[config.mk]
export PLATFORM = sky130hd
export DESIGN_NAME = wav_stream_parser_unit
export DESIGN_NICKNAME = d
export VERILOG_FILES = /design/src/rtl/core/wsp_pkg.sv /design/src/rtl/core/wsp_sample_fmt.sv /design/src/rtl/core/wsp_parse_core.sv /design/src/rtl/core/wav_stream_parser_unit.sv
export SDC_FILE = /design/constraint.sdc
export NUM_CORES = 1
export LEC_CHECK = 0
export BUFFER_PORTS_ARGS = -buffer_cell sky130_fd_sc_hd__buf_2
export CORE_ASPECT_RATIO = 1.5
export CORE_MARGIN = 1
export CORE_UTILIZATION = 30
export CTS_BUF_LIST = sky130_fd_sc_hd__clkbuf_4 sky130_fd_sc_hd__clkbuf_8 sky130_fd_sc_hd__clkbuf_16
export CTS_CLUSTER_SIZE = 16
export DETAILED_ROUTE_END_ITERATION = 6
export PLACE_DENSITY = 0.43
export SYNTH_ARGS = -nofsm -noshare
export SYNTH_HDL_FRONTEND = slang
export SYNTH_SLANG_ARGS = --single-unit
[constraint.sdc]
create_clock -name clk -period 6.71 [get_ports clk]
set_input_delay 2.013 -clock clk [delete_from_list [all_inputs] [get_ports clk]]
set_output_delay 2.013 -clock clk [all_outputs]
set_load 0.03 [all_outputs]
[src/rtl/core/wsp_pkg.sv]
// Shared types and constants for the WAV stream parser.
// Depends on nothing; every other file in rtl/core refers to it by scoped names.
package wsp_pkg;

  // Parser phases, one-hot.
  typedef enum logic [5:0] {
    PH_HEADER = 6'b000001,
    PH_CHUNK  = 6'b000010,
    PH_FMT    = 6'b000100,
    PH_SKIP   = 6'b001000,
    PH_DATA   = 6'b010000,
    PH_DONE   = 6'b100000
  } phase_t;

  // Result status codes.
  typedef enum logic [1:0] {
    ST_SAMPLE     = 2'd0,
    ST_NOT_WAVE   = 2'd1,
    ST_DATA_EARLY = 2'd2,
    ST_BAD_FMT    = 2'd3
  } status_t;

  // Little-endian chunk tags as they build up in the shift register.
  localparam logic [31:0] TAG_WAVE = 32'h45564157;
  localparam logic [31:0] TAG_FMT  = 32'h20746D66;
  localparam logic [31:0] TAG_DATA = 32'h61746164;

  localparam logic [7:0] FLOAT_KIND  = 8'd3;
  localparam logic [7:0] PCM8_OFFSET = 8'h80;

  localparam int unsigned BPS_W = 13;

  typedef struct packed {
    phase_t             phase;
    logic [3:0]         byte_pos;
    logic [31:0]        tag;
    logic [31:0]        remaining;
    logic [4:0]         fmt_off;
    logic [7:0]         kind;
    logic [7:0]         chans;
    logic [31:0]        byte_rate;
    logic [15:0]        bits;
    logic [31:0]        shift;
    logic [BPS_W-1:0]   sbyte_cnt;
    logic [7:0]         chan;
  } parse_st_t;

  localparam parse_st_t PARSE_RESET = '{
    phase:     PH_HEADER,
    byte_pos:  4'd0,
    tag:       32'd0,
    remaining: 32'd0,
    fmt_off:   5'd0,
    kind:      8'd0,
    chans:     8'd0,
    byte_rate: 32'd0,
    bits:      16'd0,
    shift:     32'd0,
    sbyte_cnt: 13'd0,
    chan:      8'd0
  };

  typedef struct packed {
    logic signed [31:0] value;
    logic               is_float;
    logic [7:0]         channel;
    status_t            status;
    logic               last;
  } result_t;

endpackage

[src/rtl/core/wsp_sample_fmt.sv]
// Sample formatter: turns assembled little-endian sample bytes into Q1.31.
// Depends on wsp_pkg.
module wsp_sample_fmt (
  input  logic [31:0]               shift_word,
  input  logic [wsp_pkg::BPS_W-1:0] bps,
  input  logic                      is_float,
  output logic signed [31:0]        value
);

  // Float data passes raw; PCM is left-justified, 8-bit PCM is offset binary.
  always_comb begin
    priority if (is_float) begin
      value = $signed(shift_word);
    end else if (bps == 13'd1) begin
      value = $signed({shift_word[7:0] ^ wsp_pkg::PCM8_OFFSET, 24'd0});
    end else if (bps == 13'd2) begin
      value = $signed({shift_word[15:0], 16'd0});
    end else if (bps == 13'd3) begin
      value = $signed({shift_word[23:0], 8'd0});
    end else begin
      value = $signed(shift_word);
    end
  end

endmodule

[src/rtl/core/wsp_parse_core.sv]
// Parser state and next-state logic: header check, chunk walk, fmt latch, sample build.
// Depends on wsp_pkg and wsp_sample_fmt.
module wsp_parse_core (
  input  logic                clk,
  input  logic                rst_n,
  input  logic                advance,
  input  logic [7:0]          byte_in,
  input  logic                start,
  output logic                res_valid,
  output wsp_pkg::result_t    res
);

  wsp_pkg::parse_st_t st_r, st_nxt, cur;

  logic [31:0]               tag_shift, rem_shift, rem_dec, shift_now;
  logic [wsp_pkg::BPS_W-1:0] bps, sbc_inc;
  logic [8:0]                chan_inc;
  logic                      fl;
  logic signed [31:0]        fmt_value;

  // A word flagged as file start is parsed against freshly reset state.
  assign cur       = start ? wsp_pkg::PARSE_RESET : st_r;
  assign tag_shift = {byte_in, cur.tag[31:8]};
  assign rem_shift = {byte_in, cur.remaining[31:8]};
  assign rem_dec   = cur.remaining - 32'd1;
  assign bps       = cur.bits[15:3];
  assign sbc_inc   = cur.sbyte_cnt + 13'd1;
  assign chan_inc  = {1'b0, cur.chan} + 9'd1;
  assign fl        = (cur.kind == wsp_pkg::FLOAT_KIND);
  assign shift_now = (cur.sbyte_cnt < 13'd4)
                   ? (cur.shift | ({24'd0, byte_in} << {cur.sbyte_cnt[1:0], 3'b000}))
                   : cur.shift;

  wsp_sample_fmt u_fmt (
    .shift_word (shift_now),
    .bps        (bps),
    .is_float   (fl),
    .value      (fmt_value)
  );

  always_comb begin
    st_nxt       = cur;
    res_valid    = 1'b0;
    res.value    = '0;
    res.is_float = 1'b0;
    res.channel  = '0;
    res.status   = wsp_pkg::ST_SAMPLE;
    res.last     = 1'b0;
    unique case (cur.phase)
      wsp_pkg::PH_HEADER: begin
        if (cur.byte_pos >= 4'd8) st_nxt.tag = tag_shift;
        if (cur.byte_pos >= 4'd11) begin
          if (tag_shift != wsp_pkg::TAG_WAVE) begin
            res_valid    = 1'b1;
            res.status   = wsp_pkg::ST_NOT_WAVE;
            st_nxt.phase = wsp_pkg::PH_DONE;
          end else begin
            st_nxt.phase    = wsp_pkg::PH_CHUNK;
            st_nxt.byte_pos = 4'd0;
          end
        end else begin
          st_nxt.byte_pos = cur.byte_pos + 4'd1;
        end
      end
      wsp_pkg::PH_CHUNK: begin
        if (cur.byte_pos < 4'd4) st_nxt.tag = tag_shift;
        else                     st_nxt.remaining = rem_shift;
        if (cur.byte_pos < 4'd7) begin
          st_nxt.byte_pos = cur.byte_pos + 4'd1;
        end else begin
          // Header complete: the tag finished four words ago, the size this word.
          st_nxt.byte_pos = 4'd0;
          if (cur.tag == wsp_pkg::TAG_FMT) begin
            st_nxt.fmt_off   = '0;
            st_nxt.kind      = '0;
            st_nxt.chans     = '0;
            st_nxt.byte_rate = '0;
            st_nxt.bits      = '0;
            st_nxt.phase     = (rem_shift == 32'd0) ? wsp_pkg::PH_CHUNK : wsp_pkg::PH_FMT;
          end else if (cur.tag == wsp_pkg::TAG_DATA) begin
            if (cur.byte_rate == 32'd0) begin
              res_valid    = 1'b1;
              res.status   = wsp_pkg::ST_DATA_EARLY;
              st_nxt.phase = wsp_pkg::PH_DONE;
            end else if (cur.chans == 8'd0 || bps == 13'd0) begin
              res_valid    = 1'b1;
              res.status   = wsp_pkg::ST_BAD_FMT;
              st_nxt.phase = wsp_pkg::PH_DONE;
            end else begin
              st_nxt.shift     = '0;
              st_nxt.sbyte_cnt = '0;
              st_nxt.chan      = '0;
              st_nxt.phase     = (rem_shift == 32'd0) ? wsp_pkg::PH_DONE : wsp_pkg::PH_DATA;
            end
          end else begin
            st_nxt.phase = (rem_shift == 32'd0) ? wsp_pkg::PH_CHUNK : wsp_pkg::PH_SKIP;
          end
        end
      end
      wsp_pkg::PH_FMT: begin
        if (cur.fmt_off == 5'd0) begin
          st_nxt.kind = byte_in;
        end else if (cur.fmt_off == 5'd2) begin
          st_nxt.chans = byte_in;
        end else if (cur.fmt_off >= 5'd8 && cur.fmt_off <= 5'd11) begin
          st_nxt.byte_rate = {byte_in, cur.byte_rate[31:8]};
        end else if (cur.fmt_off == 5'd14) begin
          st_nxt.bits[7:0] = byte_in;
        end else if (cur.fmt_off == 5'd15) begin
          st_nxt.bits[15:8] = byte_in;
        end
        if (cur.fmt_off < 5'd16) st_nxt.fmt_off = cur.fmt_off + 5'd1;
        st_nxt.remaining = rem_dec;
        if (rem_dec == 32'd0) begin
          st_nxt.phase    = wsp_pkg::PH_CHUNK;
          st_nxt.byte_pos = 4'd0;
        end
      end
      wsp_pkg::PH_SKIP: begin
        st_nxt.remaining = rem_dec;
        if (rem_dec == 32'd0) begin
          st_nxt.phase    = wsp_pkg::PH_CHUNK;
          st_nxt.byte_pos = 4'd0;
        end
      end
      wsp_pkg::PH_DATA: begin
        st_nxt.remaining = rem_dec;
        if (sbc_inc >= bps) begin
          // Whole sample; PCM wider than four bytes is dropped but still rotates.
          if (fl || bps <= 13'd4) begin
            res_valid    = 1'b1;
            res.value    = fmt_value;
            res.is_float = fl;
            res.channel  = cur.chan;
            res.last     = (rem_dec < {19'd0, bps});
          end
          st_nxt.chan      = (chan_inc >= {1'b0, cur.chans}) ? 8'd0 : chan_inc[7:0];
          st_nxt.sbyte_cnt = '0;
          st_nxt.shift     = '0;
        end else begin
          st_nxt.sbyte_cnt = sbc_inc;
          st_nxt.shift     = shift_now;
        end
        if (rem_dec == 32'd0) st_nxt.phase = wsp_pkg::PH_DONE;
      end
      wsp_pkg::PH_DONE: begin
      end
      default: begin
        st_nxt.phase = wsp_pkg::PH_DONE;
      end
    endcase
  end

  always_ff @(posedge clk) begin
    if (!rst_n) begin
      st_r <= wsp_pkg::PARSE_RESET;
    end else if (advance) begin
      st_r <= st_nxt;
    end
  end

endmodule

[src/rtl/core/wav_stream_parser_unit.sv]
// Top level of the WAV stream parser: input register, parser core, result register.
// Depends on wsp_pkg, wsp_parse_core and wsp_sample_fmt.
//
// This block parses a WAV (RIFF) file delivered one byte per input word and
// emits one output word per whole audio sample. Bytes 8 to 11 must spell WAVE;
// after that the chunks are walked by their little-endian 32-bit sizes with no
// pad byte. A fmt chunk latches the format byte, channel count, byte rate and
// bits per sample; a data chunk is cut into samples of bits/8 bytes, and each
// whole sample of 1 to 4 bytes leaves as a Q1.31 value (IEEE float data leaves
// as raw bits with the float flag set) together with a channel index that
// rotates over the channel count. The final whole sample of the data chunk
// carries out_tlast; a trailing partial sample is dropped. A file that is not
// WAVE, a data chunk before any fmt chunk, or a zero channel count or sample
// width produces a single word with a nonzero status and zero payload, after
// which the rest of the file is ignored, as are all bytes after the data
// chunk. Setting in_tuser on a byte restarts parsing with that byte as byte 0
// of a new file. The block takes one byte per clock cycle while the result
// register is empty or draining: the whole parse step for a byte sits between
// the input register and the result register, and a stalled result register
// holds at most one more byte in the input stage before in_tready drops.
module wav_stream_parser_unit (
  input  logic        clk,
  input  logic        rst_n,
  input  logic        in_tvalid,
  output logic        in_tready,
  input  logic [7:0]  in_tdata,   // [7:0] in_byte
  input  logic        in_tuser,   // [0] file_start
  output logic        out_tvalid,
  input  logic        out_tready,
  output logic [39:0] out_tdata,  // [31:0] sample_value, [39:32] channel_index
  output logic [2:0]  out_tuser,  // [0] is_float, [2:1] status
  output logic        out_tlast   // last_sample
);

  logic             s1_valid_r, s1_valid_nxt;
  logic [7:0]       s1_byte_r;
  logic             s1_start_r;
  logic             s1_adv, in_acc;
  logic             out_valid_r, out_valid_nxt;
  wsp_pkg::result_t out_res_r;
  logic             res_valid;
  wsp_pkg::result_t res;

  // The input stage moves on whenever the result register is empty or drains
  // this cycle, even for bytes that produce no result.
  assign s1_adv    = s1_valid_r && (!out_valid_r || out_tready);
  assign in_tready = !s1_valid_r || s1_adv;
  assign in_acc    = in_tvalid && in_tready;

  always_comb begin
    if (in_acc) s1_valid_nxt = 1'b1;
    else if (s1_adv) s1_valid_nxt = 1'b0;
    else s1_valid_nxt = s1_valid_r;
  end

  always_comb begin
    if (s1_adv) out_valid_nxt = res_valid;
    else if (out_tready) out_valid_nxt = 1'b0;
    else out_valid_nxt = out_valid_r;
  end

  always_ff @(posedge clk) begin
    if (!rst_n) begin
      s1_valid_r  <= 1'b0;
      out_valid_r <= 1'b0;
    end else begin
      s1_valid_r  <= s1_valid_nxt;
      out_valid_r <= out_valid_nxt;
    end
  end

  always_ff @(posedge clk) begin
    if (in_acc) begin
      s1_byte_r  <= in_tdata;
      s1_start_r <= in_tuser;
    end
    if (s1_adv && res_valid) begin
      out_res_r <= res;
    end
  end

  wsp_parse_core u_core (
    .clk       (clk),
    .rst_n     (rst_n),
    .advance   (s1_adv),
    .byte_in   (s1_byte_r),
    .start     (s1_start_r),
    .res_valid (res_valid),
    .res       (res)
  );

  assign out_tvalid = out_valid_r;
  assign out_tdata  = {out_res_r.channel, out_res_r.value};
  assign out_tuser  = {out_res_r.status, out_res_r.is_float};
  assign out_tlast  = out_res_r.last;

`ifndef ASSERT_OFF
  // Back pressure only reaches the input when both stages are full and stalled.
  a_ready_only_when_full: assert property (@(posedge clk) disable iff (!rst_n)
    !in_tready |-> (s1_valid_r && out_valid_r && !out_tready))
    else $error("in_tready low while the pipeline can still move");

  // Error words carry a zero payload.
  a_error_payload_zero: assert property (@(posedge clk) disable iff (!rst_n)
    (out_tvalid && out_tuser[2:1] != wsp_pkg::ST_SAMPLE) |->
      (out_tdata == 40'd0 && !out_tuser[0] && !out_tlast))
    else $error("error word with nonzero payload");

  // A byte that produces a result is written to the output the following cycle.
  a_result_lands: assert property (@(posedge clk) disable iff (!rst_n)
    (s1_adv && res_valid) |=> out_tvalid)
    else $error("result lost between core and output register");
`endif

endmodule
==> results by group <==
Power and ir drop
  – Clock power frac: 45.8%
  – P per Cell Area: between 200 and 250 nW/µm²
  – Reg power frac: 45.8%
  – Internal power: 2.50 mW
  – Maximum vdd drop: about 0.00013 V
  – Logic pwr share: 8.4%
  – Switching power: 0.876 mW
  – LEAKAGE: 5.47 nW
  – Switch share: 25.9%

Routing
  – Drt pass-1 iters: 5
  – Routed Antenna Nets: 0
  – DRC: 0
  – Vias: 13000
  – Initial drt markers: 1073
  – Via-to-Cell Ratio: 5.75
  – Final wirelength: 47800 µm
  – Avg WL per Cell: about 21 µm

Yosys
  – Warnings, synthesis: 0
  – Post-synth EDFFs: 53
  – Syn Area/Cell: 8.16 µm²
  – Cell Area, Synth: 13700 µm²
  – Largest cells by area after synthesis: dfxtp_1, edfxtp_1, nor2_1, a22oi_1, a21oi_1
  – Cell taking the most area after synthesis: dfxtp_1
  – Ys async rst share: 0%
  – Synth Register Bits: 248
  – Top FF cell, synth: dfxtp_1
  – Sequential area share after synthesis: around two fifths
  – Unique masters post-synth: 76
  – Share of Yosys cell area claimed by the top area cell type: 28.5%
  – Net Count, Synth: between 1500 and 2000
  – Cells after Synth: 1677

Setup path
  – Crit-path max FO: 15
  – Crit path capture type: flop
  – Critical-path cell list: nor2b_1, ha_1, and3_1, and3_1, and3_1, nand3_1, xor2_1, nor2_1, ha_1, a21o_1, a31oi_1, nor4b_1, o311ai_0, nand3_1, a21o_1, a21o_1, nand2b_1, nor2b_1
  – CP Launch Type: flop
  – WP data arrival: 5.47 ns
  – Buf/Inv on CP: 0
  – CP Class: reg -> reg
  – Worst path top cell family by delay: simple AND/OR/NAND/NOR gates
  – Max stage delay on crit path: between 0.6 and 0.7 ns
  – Worst EP required: 7.01 ns
  – Slowest cell on crit path: a21o_1

Global routing
  – Total grt overflow: 0
  – Vias in the first global route: 12600
  – Antenna violations before repair: 1
  – First-pass GRT wire length: between 70000 and 80000 µm
  – Largest net degree at the start of global routing: 96
  – Total GRT Usage: approximately a fifth

Timing
  – Setup TNS: 0 ns
  – RSZ-0062 raised after global routing: false
  – Slew @ Worst Pin: 1.26 ns
  – Final hold vios: 0
  – Max-slew violation count: 0
  – Final Critical Period: a little over 5 ns
  – Worst Clk Skew: 0.0148 ns
  – Achievable Freq: 193 MHz
  – Fin crit share: 77.1%
  – Slew HR: 15.7%
  – Final setup viols: 0

Clock tree
  – Post-CTS Repair Setup Buffers: 0
  – CTS root buf: clkbuf_16
  – Inserted Clock Buffers: 27
  – H-tree Lvls: 1
  – TritonCTS clock tree: done
  – Clk sinks: 248
  – Post_cts resized: 0
  – Worst skew pair latency: 0.57 ns
  – Clock tree buffer depth: 3
  – Clock slew at reported path FFs: 0.06 ns
  – Hold Buf Count CTS: 0

Cells and area
  – Share of cells above drive strength 1: between 10% and 20%
  – Finished Cell Area: roughly 15000 µm²
  – NumNets Final: 1715
  – Area grow syn2layout: 12.3%

Job
  – Max Cap Viol: 0

Floorplanning
  – Die span in x: 176 µm
  – Core Rows: 95
  – Die area: around 47000 µm²
  – Die Height: roughly 260 µm
  – I/O pins: between 50 and 60
  – Initial Util: 30.5%
  – Core Area: approximately 45000 µm²

Placement
  – Post-DP Area: 14500 µm²
  – PortBufs: 58
  – Hpwl dp: around 32000 µm
  – RD Place Congestion: 0.869

Outcome
  – Status: complete, no violations

Worst hold path
  – Min-Delay Path Class: reg -> reg
-- metal layers --
| layer | track usage [%] | wire length [µm] | vias to the layer above |
|---|---|---|---|
| met1 | 22.9 | 18900 | 6410 |
| met5 | 0 | 0 | - |
| met2 | 38.3 | 25300 | 338 |
| met3 | 1.50 | 1640 | 104 |
| met4 | 9.67 | 1910 | 0 |
| li1 | - | - | 6183 |
-- worst paths after layout --
path / start / endpoint / slack, ns / cells after the start
setup reg to reg: u_core.st_r[8]$_SDFFE_PN0P_ / out_tdata[7]$_SDFFCE_PN0P_ / 1.54 / 18
setup / recovery: u_core.st_r[8]$_SDFFE_PN0P_ / out_tdata[7]$_SDFFCE_PN0P_ / 1.54 / 18
hold / removal: u_core.st_r[38]$_SDFFE_PN0P_ / u_core.st_r[38]$_SDFFE_PN0P_ / 0.47 / 2
hold reg to reg: u_core.st_r[38]$_SDFFE_PN0P_ / u_core.st_r[38]$_SDFFE_PN0P_ / 0.47 / 2
-- layout make-up --
cell class	count	area, µm²
fill	4762	29600
multi-input combinational	1262	7560
sequential	248	5500
clock buffer	36	749
tap	582	728
timing repair buffer	96	588
clock inverter	14	151
inverter	26	100
antenna	1	2.50
-- cell usage after synthesis, drive strengths merged (16+ instances only) --
cell and count:
a22o 20, o21ai 97, inv 26, nor4 35, nand3 57, clkbuf 118
a21oi 110, a32oi 36, nand2 139, o31ai 16, edfxtp 53, a22oi 111
xnor2 16, nor3 31, nor2 272, nor2b 31, ha 41, buf 23
o211ai 21, dfxtp 195
-- through the flow --
stage	hold slack (ns)	setup slack, ns	cells	total power [mW]	utilization (%)
finish	0.466	1.54	2265	3.38	34.2
global route	0.490	1.18	2265	3.51	34.2
CTS	0.468	1.54	2264	3.43	34.2
detailed placement	0.454	1.58	2214	1.86	32.2
global placement	0.447	1.67	2214	1.86	32.2
floorplan	0.436	0.369	1677	1.76	-
-- placed cells by master, fill, tap and decap left out, drive strengths merged, types with 6 or more instances in the layout --
cell      n
nor2    272
or3       9
a32oi    36
a22o     20
a31oi     8
nand3    57
nand2   139
o211ai   21
and2     13
nand2b    8
o21ai    97
edfxtp   53
nand4b    6
o22ai    12
clkinv   10
nor2b    31
o31ai    16
clkbuf   36
a21oi   110
nor3b     9
ha       41
nor4     35
nand4    15
a221oi   10
a211oi   15
xor2     14
a21o      8
dfxtp   195
nor4b     6
a311oi    8
nor3     31
or4      12
inv      27
and3     14
a22oi   111
xnor2    16
buf      96
-- registers in the layout, summed over array words and instances, names as in the netlist --
| register | count |
|---|---|
| s1_byte_r | 8 |
| out_tdata | 40 |
| out_tlast | 1 |
| s1_valid_r | 1 |
| out_tvalid | 1 |
| out_tuser | 3 |
| u_core.st_r | 193 |
| s1_start_r | 1 |
-- power by group through the flow --
stage               clock network (mW)  registers (mW)  logic (mW)
CTS                               1.60            1.55       0.284
detailed placement                   0            1.58       0.284
finish                            1.55            1.55       0.284
global placement                     0            1.58       0.285
global route                      1.66            1.55       0.309
floorplan                            0            1.57       0.188
-- worst reg2reg max path: stages, from the launching register on --
cell and delay, ns:
dfxtp_1 0.45, nor2b_1 0.36, ha_1 0.22, and3_1 0.20
and3_1 0.22, and3_1 0.29, nand3_1 0.12, xor2_1 0.16
nor2_1 0.15, ha_1 0.27, a21o_1 0.16, a31oi_1 0.19
nor4b_1 0.24, o311ai_0 0.21, nand3_1 0.25, a21o_1 0.69
a21o_1 0.34, nand2b_1 0.33, nor2b_1 0.09
-- kinds of logic after synthesis --
family	after synthesis	share of synthesized area, %
AO/OA/AOI/OAI	511	25.1
XOR/XNOR	30	1.92
adder cells (fa/ha/maj)	41	3.75
buffers and inverters	167	4.94
flip-flops	248	40.1
multiplexers	5	0.384
AND/OR/NAND/NOR	675	23.8
No activity file was read; power rests on OpenSTA's default activity.
